## config.mk

```make
export PLATFORM = sky130hd
export DESIGN_NAME = magnetic_angle_sensor_word_decoder_top
export DESIGN_NICKNAME = d
export VERILOG_FILES = /design/src/mas_pkg.sv /design/src/mas_decode.sv /design/src/mas_state.sv /design/src/magnetic_angle_sensor_word_decoder_top.sv
export VERILOG_INCLUDE_DIRS = /design/src /design/src/src
export SDC_FILE = /design/constraint.sdc
export NUM_CORES = 1
export LEC_CHECK = 0
export BUFFER_PORTS_ARGS = -buffer_cell sky130_fd_sc_hd__buf_4
export CAP_MARGIN = 20
export CORE_MARGIN = 5
export CORE_UTILIZATION = 39
export CTS_CLUSTER_DIAMETER = 40
export DETAILED_ROUTE_END_ITERATION = 8
export GPL_TIMING_DRIVEN = 0
export PLACE_DENSITY_LB_ADDON = 0.15
export SLEW_MARGIN = 20
export SYNTH_ARGS = -nofsm -noshare
export SYNTH_HDL_FRONTEND = slang
export SYNTH_SLANG_ARGS = --single-unit
```

## constraint.sdc

```tcl
create_clock -name aclk -period 6.3 [get_ports aclk]
set_clock_uncertainty 0.15 [all_clocks]
set_input_delay 1.26 -clock aclk [delete_from_list [all_inputs] [get_ports aclk]]
set_output_delay 1.26 -clock aclk [all_outputs]
set_load 0.03 [all_outputs]
```

## src/magnetic_angle_sensor_word_decoder_top_defines.svh

```systemverilog
// Assertion helpers for the word decoder.
`ifndef MAGNETIC_ANGLE_SENSOR_WORD_DECODER_TOP_DEFINES_SVH
`define MAGNETIC_ANGLE_SENSOR_WORD_DECODER_TOP_DEFINES_SVH

// Checked on every clock edge outside reset.
`define MAS_ASSERT(label, prop, msg) \
    label: assert property (@(posedge aclk) disable iff (!aresetn) prop) else $error(msg);

// Checked on every clock edge, reset included.
`define MAS_ASSERT_ALWAYS(label, prop, msg) \
    label: assert property (@(posedge aclk) prop) else $error(msg);

`endif

```

## src/mas_pkg.sv

```systemverilog
package mas_pkg;

    localparam int WORD_W    = 16;
    localparam int ANGLE_W   = 10;
    localparam int MOVE_W    = 11;
    localparam int COUNT_W   = 32;

    // s_tuser codes
    localparam logic CMD_WORD          = 1'b0;
    localparam logic CMD_FRAMING_ERROR = 1'b1;

    localparam logic [7:0] VERSION_ONE = 8'd1;

    // Version 1 word classes
    localparam logic [15:0] V1_VER_MASK    = 16'h7F00;
    localparam logic [15:0] V1_VER_MATCH   = 16'h6000;
    localparam logic [15:0] V1_ERROR_WORD  = 16'h8000;
    localparam logic [15:0] V1_POS_MASK    = 16'hBC00;
    localparam logic [7:0]  V1_MIN_VERSION = 8'd2;

    // Message type, bits 14..13 of later protocol versions
    localparam logic [1:0] MSG_POSITION = 2'b00;
    localparam logic [1:0] MSG_ERROR    = 2'b01;
    localparam logic [1:0] MSG_INFO     = 2'b11;

    // Info word kind, bits 11..8
    localparam logic [3:0] INFO_VERSION   = 4'h0;
    localparam logic [3:0] INFO_MAGNITUDE = 4'h2;
    localparam logic [3:0] INFO_AGC       = 4'h3;

    localparam int SWITCH_BIT_V1 = 14;
    localparam int SWITCH_BIT_V2 = 12;

    localparam logic [ANGLE_W-1:0] HALF_TURN = 10'd512;

    typedef struct packed {
        logic [WORD_W-1:0]  last_pos;
        logic [7:0]         version;
        logic               upgraded;
        logic               error_flag;
        logic [7:0]         error_code;
        logic               seen;
        logic [7:0]         magnitude;
        logic [7:0]         agc;
        logic [COUNT_W-1:0] parity_count;
        logic [COUNT_W-1:0] framing_count;
    } mas_state_t;

    localparam mas_state_t STATE_RESET = '{
        last_pos:      '0,
        version:       VERSION_ONE,
        upgraded:      1'b0,
        error_flag:    1'b0,
        error_code:    '0,
        seen:          1'b0,
        magnitude:     '0,
        agc:           '0,
        parity_count:  '0,
        framing_count: '0
    };

    typedef struct packed {
        logic                      position_valid;
        logic [ANGLE_W-1:0]        angle;
        logic signed [MOVE_W-1:0]  movement;
        logic                      sensor_error;
        logic [7:0]                error_code;
        logic                      filament_absent;
        logic                      data_received;
        logic [7:0]                version;
        logic [7:0]                magnitude;
        logic [7:0]                agc;
        logic [COUNT_W-1:0]        parity_errors;
        logic [COUNT_W-1:0]        framing_errors;
    } mas_result_t;

endpackage

```

## src/mas_decode.sv

```systemverilog
module mas_decode (
    input  logic                        command,
    input  logic [mas_pkg::WORD_W-1:0]  word,
    input  logic                        switch_present,
    input  mas_pkg::mas_state_t         state,
    output mas_pkg::mas_state_t         state_next,
    output mas_pkg::mas_result_t        result
);
    import mas_pkg::*;

    logic                 parity_bad;
    logic [7:0]           low;
    logic                 pos;
    logic [ANGLE_W-1:0]   change;
    logic [MOVE_W-1:0]    movement;
    mas_state_t           nxt;

    assign parity_bad = ^word;
    assign low        = word[7:0];

    always_comb begin
        nxt = state;
        pos = 1'b0;
        if (command == CMD_FRAMING_ERROR) begin
            nxt.framing_count = state.framing_count + 32'd1;
        end else if (state.version == VERSION_ONE) begin
            if (!parity_bad && ((word & V1_VER_MASK) == V1_VER_MATCH)
                    && (low >= V1_MIN_VERSION)) begin
                nxt.version = low;
                if (switch_present) begin
                    nxt.upgraded = 1'b1;
                end
            end else if (word == V1_ERROR_WORD) begin
                nxt.error_flag = 1'b1;
                nxt.error_code = '0;
            end else if ((word & V1_POS_MASK) == '0) begin
                // version 1 takes position words regardless of parity
                pos            = 1'b1;
                nxt.error_flag = 1'b0;
                nxt.seen       = 1'b1;
            end
        end else if (parity_bad) begin
            nxt.parity_count = state.parity_count + 32'd1;
        end else begin
            case (word[14:13])
                MSG_POSITION: begin
                    pos            = 1'b1;
                    nxt.error_flag = 1'b0;
                    nxt.seen       = 1'b1;
                end
                MSG_ERROR: begin
                    nxt.error_code = low;
                    nxt.error_flag = (low != 8'd0);
                    nxt.seen       = 1'b1;
                end
                MSG_INFO: begin
                    case (word[11:8])
                        INFO_VERSION: begin
                            nxt.version = low;
                            nxt.seen    = 1'b1;
                        end
                        INFO_MAGNITUDE: nxt.magnitude = low;
                        INFO_AGC:       nxt.agc = low;
                        default: ;
                    endcase
                end
                default: ;
            endcase
        end
        if (pos) begin
            nxt.last_pos = word;
        end
    end

    // Wrap the change into -511..512: above half a turn it is a step backward.
    assign change = word[ANGLE_W-1:0] - state.last_pos[ANGLE_W-1:0];

    always_comb begin
        if (!pos) begin
            movement = '0;
        end else if (change <= HALF_TURN) begin
            movement = {1'b0, change};
        end else begin
            movement = {1'b1, change};
        end
    end

    assign state_next = nxt;

    always_comb begin
        result.position_valid  = pos;
        result.angle           = nxt.last_pos[ANGLE_W-1:0];
        result.movement        = movement;
        result.sensor_error    = nxt.error_flag;
        result.error_code      = nxt.error_code;
        result.filament_absent = switch_present &&
            (nxt.upgraded ? nxt.last_pos[SWITCH_BIT_V2] : nxt.last_pos[SWITCH_BIT_V1]);
        result.data_received   = nxt.seen;
        result.version         = nxt.version;
        result.magnitude       = nxt.magnitude;
        result.agc             = nxt.agc;
        result.parity_errors   = nxt.parity_count;
        result.framing_errors  = nxt.framing_count;
    end

endmodule

```

## src/mas_state.sv

```systemverilog
module mas_state (
    input  logic                 aclk,
    input  logic                 aresetn,
    input  logic                 update_en,
    input  mas_pkg::mas_state_t  state_next,
    output mas_pkg::mas_state_t  state
);
    import mas_pkg::*;

    mas_state_t state_reg;

    always_ff @(posedge aclk) begin
        if (!aresetn) begin
            state_reg <= STATE_RESET;
        end else if (update_en) begin
            state_reg <= state_next;
        end
    end

    assign state = state_reg;

endmodule

```

## src/magnetic_angle_sensor_word_decoder_top.sv

```systemverilog
// Decoder for the 16-bit words of a rotating-magnet filament sensor. Each
// transaction on s_ carries either a received word or a framing-error event
// (s_tuser = 1) and yields exactly one status transaction on m_ with the
// decoded position change and the full sensor status. The block takes one
// transaction per cycle while m_tready does not stall it. A word passes
// through an input register and one decode stage that updates the sensor
// state and loads the result register, from which its status is presented
// on m_. Backpressure on m_tready stalls the decode stage; s_tready drops
// only when both registers are full and m_tready is low. Write
// cfg_wr_en/cfg_wr_data only while no transaction is in flight.
`include "magnetic_angle_sensor_word_decoder_top_defines.svh"

module magnetic_angle_sensor_word_decoder_top (
    input  logic          aclk,
    input  logic          aresetn,
    input  logic          cfg_wr_en,
    input  logic          cfg_wr_data,   // switch_present
    input  logic          s_tvalid,
    output logic          s_tready,
    input  logic [15:0]   s_tdata,       // word
    input  logic          s_tuser,       // command
    output logic          m_tvalid,
    input  logic          m_tready,
    // angle[9:0], movement[20:10], sensor_error[21], error_code[29:22],
    // filament_absent[30], data_received[31], version[39:32],
    // magnitude[47:40], agc[55:48], parity_errors[87:56], framing_errors[119:88]
    output logic [119:0]  m_tdata,
    output logic          m_tuser        // position_valid
);
    import mas_pkg::*;

    logic               switch_present_reg;
    logic               in_valid_reg;
    logic               in_cmd_reg;
    logic [WORD_W-1:0]  in_word_reg;
    logic               out_valid_reg;
    mas_result_t        out_result_reg;

    logic               advance;
    mas_state_t         st;
    mas_state_t         st_next;
    mas_result_t        result;

    assign advance  = in_valid_reg && (!out_valid_reg || m_tready);
    assign s_tready = !in_valid_reg || advance;

    always_ff @(posedge aclk) begin
        if (!aresetn) begin
            switch_present_reg <= 1'b0;
        end else if (cfg_wr_en) begin
            switch_present_reg <= cfg_wr_data;
        end
    end

    always_ff @(posedge aclk) begin
        if (!aresetn) begin
            in_valid_reg <= 1'b0;
        end else if (s_tready) begin
            in_valid_reg <= s_tvalid;
        end
    end

    always_ff @(posedge aclk) begin
        if (s_tvalid && s_tready) begin
            in_cmd_reg  <= s_tuser;
            in_word_reg <= s_tdata;
        end
    end

    mas_decode u_decode (
        .command        (in_cmd_reg),
        .word           (in_word_reg),
        .switch_present (switch_present_reg),
        .state          (st),
        .state_next     (st_next),
        .result         (result)
    );

    mas_state u_state (
        .aclk       (aclk),
        .aresetn    (aresetn),
        .update_en  (advance),
        .state_next (st_next),
        .state      (st)
    );

    always_ff @(posedge aclk) begin
        if (!aresetn) begin
            out_valid_reg <= 1'b0;
        end else if (advance) begin
            out_valid_reg <= 1'b1;
        end else if (m_tready) begin
            out_valid_reg <= 1'b0;
        end
    end

    always_ff @(posedge aclk) begin
        if (advance) begin
            out_result_reg <= result;
        end
    end

    assign m_tvalid = out_valid_reg;
    assign m_tuser  = out_result_reg.position_valid;
    assign m_tdata  = {
        out_result_reg.framing_errors,
        out_result_reg.parity_errors,
        out_result_reg.agc,
        out_result_reg.magnitude,
        out_result_reg.version,
        out_result_reg.data_received,
        out_result_reg.filament_absent,
        out_result_reg.error_code,
        out_result_reg.sensor_error,
        out_result_reg.movement,
        out_result_reg.angle
    };

    `MAS_ASSERT(a_framing_count_step, (advance && in_cmd_reg == CMD_FRAMING_ERROR) |=> (st.framing_count == $past(st.framing_count) + 32'd1), "framing counter did not advance by one")
    `MAS_ASSERT(a_movement_only_on_position, (out_valid_reg && !out_result_reg.position_valid) |-> (out_result_reg.movement == '0), "movement reported without a position word")
    `MAS_ASSERT(a_movement_range, out_valid_reg |-> ($signed(out_result_reg.movement) >= -11'sd511), "movement below half a turn backward")
    `MAS_ASSERT_ALWAYS(a_reset_state, !aresetn |=> (st.version == VERSION_ONE && st.parity_count == '0 && !out_valid_reg), "state not cleared by reset")

endmodule
```

Yosys cells after proc, flatten, opt, wreduce, memory -nomap -nowiden --
Index checks and enable logic that the tools add are counted.
Operators by class: add/sub/neg operators 3, $lt $le $gt $ge 2, equal/unequal tests 7, muxes and demuxes 38, reductions and logical operators 18
Operator list (count):
- $mux 67 | 1
- $add 32x1->32 const B | 2
- $mux 32 | 2
- $mux 8 | 8
- $mux 48 | 1
- $mux 26 | 1
- $mux 10 | 2
- $mux 1 | 17
- $eq 16x16->1 const B | 1
- $logic_not 16->1 | 1
- $mux 16 | 1
- $reduce_xor 16->1 | 1
- $mux 15 | 1
- $mux 11 | 1
- $le 10x10->1 const B | 1
- $sub 10x10->10 | 1
- $mux 9 | 1
- $eq 4x2->1 const B | 2
- $eq 8x1->1 const B | 1
- $ge 8x2->1 const B | 1
- $reduce_bool 8->1 | 1
- $eq 7x7->1 const B | 1
- $logic_and 1x1->1 | 5
- $logic_not 4->1 | 1
- other kinds (9) | 13
Storage, ports and cells: register bits after elaboration 255, input port bits 23, output and inout bits 123

Logic depth before layout (Yosys ltp) --
depth after elaboration 10, gate-level depth with buffers 10, depth with buffers taken out 10

Hierarchy --
A second synthesis with hierarchy kept.
Unflattened totals: cell total of the unflattened synthesis 1070, area, all modules 12298.0 um2
By module, submodules not included:
- mas_state | instances 1, cells an instance 370, area each 4385.5 um2
- magnetic_angle_sensor_word_decoder_top | instances 1, cells an instance 150, area each 4284.1 um2
- mas_decode | instances 1, cells an instance 550, area each 3628.5 um2

Worst setup path before layout --
No wires, ideal clock.
path kind input to register, start point in m_tready, end point reg u_state.state_reg (netlist bit u_state.state[39]), library setup time 0.117 ns, arrival 5.766 ns, setup slack 0.267 ns, cell stages on the path 6, path buffers 1, path through nor2b_1 -> nand2b_1 -> inv_1 -> clkbuf_1 -> a21boi_0 -> o21a_1
Between the ends: word-level cells in the longest chain between the ends 2
RTL lines:
- start, declared | RTL line magnetic_angle_sensor_word_decoder_top.sv:23 | input logic m_tready,
- $logic_or 1x1->1 | RTL line magnetic_angle_sensor_word_decoder_top.sv:44 | assign advance = in_valid_reg && (!out_valid_reg || m_tready);
- $logic_and 1x1->1 | RTL line magnetic_angle_sensor_word_decoder_top.sv:44
- net advance | RTL line magnetic_angle_sensor_word_decoder_top.sv:39 | logic advance;
- end signal, assigned | RTL line mas_state.sv:16 | state_reg <= state_next;
- end, declared | RTL line mas_state.sv:10 | mas_state_t state_reg;
The timed path passes the listed nets, and every way through them passes these cells. A chain may end at the register's enable or synchronous reset.

==> impl_metrics.tcl <==
set metrics [dict create \
    die-area_mm2 0.0332 \
    muxShareOfSynthArea_pct 3.41 \
    synth_top_area_share_pct 35.8 \
    p_comb_share_pct 8.5 \
    cts_tree "done" \
    post-cts-setup-buffer-count 0 \
    power_mw 4.40 \
    synth_area_mm2 0.0116 \
    multi_input_area_mm2 0.00475 \
    die_h_um 182 \
    synth_edf_count 138 \
    outcome "finished clean" \
    cts_buffer_depth 3 \
    synth.distinct_cells 66 \
    intPower_mw 3.30 \
    synth_top_family_by_area "simple AND/OR/NAND/NOR gates" \
    hold_buffers 0 \
    dp_hpwl_um 21200 \
    h-tree-depth 2 \
    cp_max_fo 10 \
    synthSimpleGateAreaFrac_pct 16.5 \
    synth_area_leaders "edfxtp_1, dfxtp_1, xnor2_1" \
    cpMostUsedCell "xnor2_1" \
    r2r_slack_ps 2290 \
    synthArstFlopShare_pct 0 \
    cts_root_buffer "clkbuf_16" \
    dr.pass1.iters 5 \
    rsz0062_at_grt "no" \
    setup_viol 0 \
    worstPathRequired_ps 6410 \
    diodes 0 \
    yosys.area.top_type "edfxtp_1" \
    route.detailed.drc 0 \
    finalCriticalPeriod_ps 4010 \
    yosysSeqAreaShare_pct 55.5 \
    wirelength_um 30500 \
    grt_overflow_total 0 \
    clk_pin_slew_worst_paths_ps 50 \
    vias_per_cell 5.19 \
    num_vias 8789 \
    rows 63 \
    seqPwrFrac_pct 40.8 \
    largest_reg_flops 120 \
    yosys_warnings 0 \
    max_freq_mhz 250 \
    power_density_mw_per_mm2 302 \
    slew_headroom_pct 30.4 \
    cpPeakStageDelay_ps 610 \
    place_area_mm2 0.0132 \
    worst-path-buf-inv 2 \
    ant_nets 0 \
    grt_pass1_vias 8671 \
    cts_resized 0 \
    swShare_pct 25.2 \
    synth_seq_cells 252 \
    wl_per_cell_um 18.0 \
    grt_max_degree 50 \
    power_frac_clock_pct 50.6 \
    startpoint_type "flip-flop" \
    synth_adder_area_share_pct 2.98 \
    synth_compound_area_share_pct 9.90 \
    critical-path-top-delay-family "XOR/XNOR gates" \
    fill_cells 2753 \
    portBuffers 145 \
    io_pins 146 \
    coreArea_mm2 0.0295 \
    cts_made_buffers 39 \
    holdCritPathClass "flip-flop to flip-flop" \
    setup_ws_ps 2290 \
    synth_xor_area_share_pct 8.18 \
    grt_use_total_pct 18.2 \
    tns_ps 0 \
    finalNetCount 1324 \
    hold_viol_final 0 \
    place_congestion 0.840 \
    crit_type "flip-flop to flip-flop" \
    clock-sinks 252 \
    dp_slack_ps 2220 \
    antenna_found_initial 0 \
    initial_core_util_pct 39.2 \
    whs_ps 308 \
    cp.arrival_ps 4110 \
    drive_above_1_share_pct 19.4 \
    seq_area_mm2 0.00643 \
    crit_path_top_delay_cell "edfxtp_1" \
    setup.worst_path.end_class "flip-flop" \
    p_leak_nw 5.32 \
    drv_cap 0 \
    ir_drop_mv 0.165 \
    initialDrtViolationCount 562 \
    clock_latency_ps 510 \
    syn_nets 1135 \
    cp_cell_sequence "inv_1 -> ha_1 -> xnor2_1 -> xnor2_1 -> xor2_1 -> buf_2 -> o211ai_1 -> nor2_1 -> mux2_2" \
    fp.dieW_um 182 \
    syn_avg_cell_area_um2 10.7 \
    tightest_slew_ps 1040 \
    fin_crit_sh_pct 63.6 \
    grt_first_pass_wirelength_um 48300 \
    power_switching_mw 1.11 \
    design_area_mm2 0.0146 \
    drv_slew 0 \
    syn_inst 1085 \
    syn_to_final_growth_pct 26.2 \
    synthFlopType "edfxtp_1" \
]
Yosys cell counts, types with 21 or more instances:
| library cell | number |
|---|---|
| nor3_1 | 29 |
| o21ai_0 | 46 |
| nand4_1 | 27 |
| xnor2_1 | 64 |
| xor2_1 | 44 |
| o31ai_1 | 21 |
| clkbuf_1 | 42 |
| edfxtp_1 | 138 |
| dfxtp_1 | 114 |
| mux2i_1 | 36 |
| nand2_1 | 120 |
| a21oi_1 | 38 |
| inv_1 | 45 |
| ha_1 | 26 |
| a22o_1 | 21 |
| nor2_1 | 85 |
| nand3_1 | 31 |
placed cells by master (no fill, tap or decap), types with 29 or more instances in the layout:
cell type,n
clkbuf_16,43
nand3_1,31
inv_1,45
buf_4,145
a21oi_1,38
nor2_1,85
mux2i_1,36
nor3_1,29
clkbuf_1,42
o21ai_0,46
edfxtp_1,138
xor2_1,44
nand2_1,120
dfxtp_1,114
xnor2_1,64
metrics by stage:
| step | cells | util (%) |
|---|---|---|
| floorplan | 1085 | - |
| global placement | 1620 | 44.6 |
| detailed placement | 1623 | 44.9 |
| CTS | 1694 | 49.5 |
| global route | 1694 | 49.5 |
| finish | 1694 | 49.5 |
power groups by stage:
stage / clock network, mW / logic, mW / registers [mW]
final: 2.23 / 0.376 / 1.80
after global routing: 2.35 / 0.406 / 1.80
after CTS: 2.27 / 0.379 / 1.80
after detailed placement: 0 / 0.378 / 1.83
after global placement: 0 / 0.369 / 1.84
after floorplan: 0 / 0.153 / 1.90
final cells by class:
| cell class | count | share of cell area [%] |
|---|---|---|
| well taps | 390 | 3.34 |
| repair buffers | 148 | 7.87 |
| plain buffers | 56 | 1.63 |
| flip-flops and latches | 252 | 44.0 |
| clock inverters | 24 | 1.77 |
| multi-input cells | 731 | 32.5 |
| clock buffers | 47 | 7.68 |
| inverters | 46 | 1.18 |
worst register-to-register path, delay by kind of cell (launching register included):
family	cells	cell delay, ps
AO/OA/AOI/OAI	1	200
XOR/XNOR	3	920
adder cells (fa/ha/maj)	1	340
buffers and inverters	2	630
flip-flops	1	610
multiplexers	1	400
AND/OR/NAND/NOR	1	510
final timing paths:
check,startpoint,to,cells after the start
max,in_word_reg[1]$_DFFE_PP_,m_tdata[34]$_DFFE_PP_,9
min,u_state.state[72]$_SDFFE_PN0P_,u_state.state[72]$_SDFFE_PN0P_,2
max reg2reg,in_word_reg[1]$_DFFE_PP_,m_tdata[34]$_DFFE_PP_,9
min reg2reg,u_state.state[72]$_SDFFE_PN0P_,u_state.state[72]$_SDFFE_PN0P_,2
cells by family after synthesis:
logic type	after synthesis
buffers and inverters	102
adder cells (fa/ha/maj)	27
AND/OR/NAND/NOR	381
AO/OA/AOI/OAI	176
XOR/XNOR	108
flip-flops	252
multiplexers	39
layer usage:
layer  wire length [um]  up-vias  GRT usage [%]
li1                   -     4301              -
met1              14000     4186           25.2
met2              14100      247           29.3
met3               1660       55           3.19
met4                803        0           5.79
met5                  0        -              0
(Power assumes the default switching activity.)
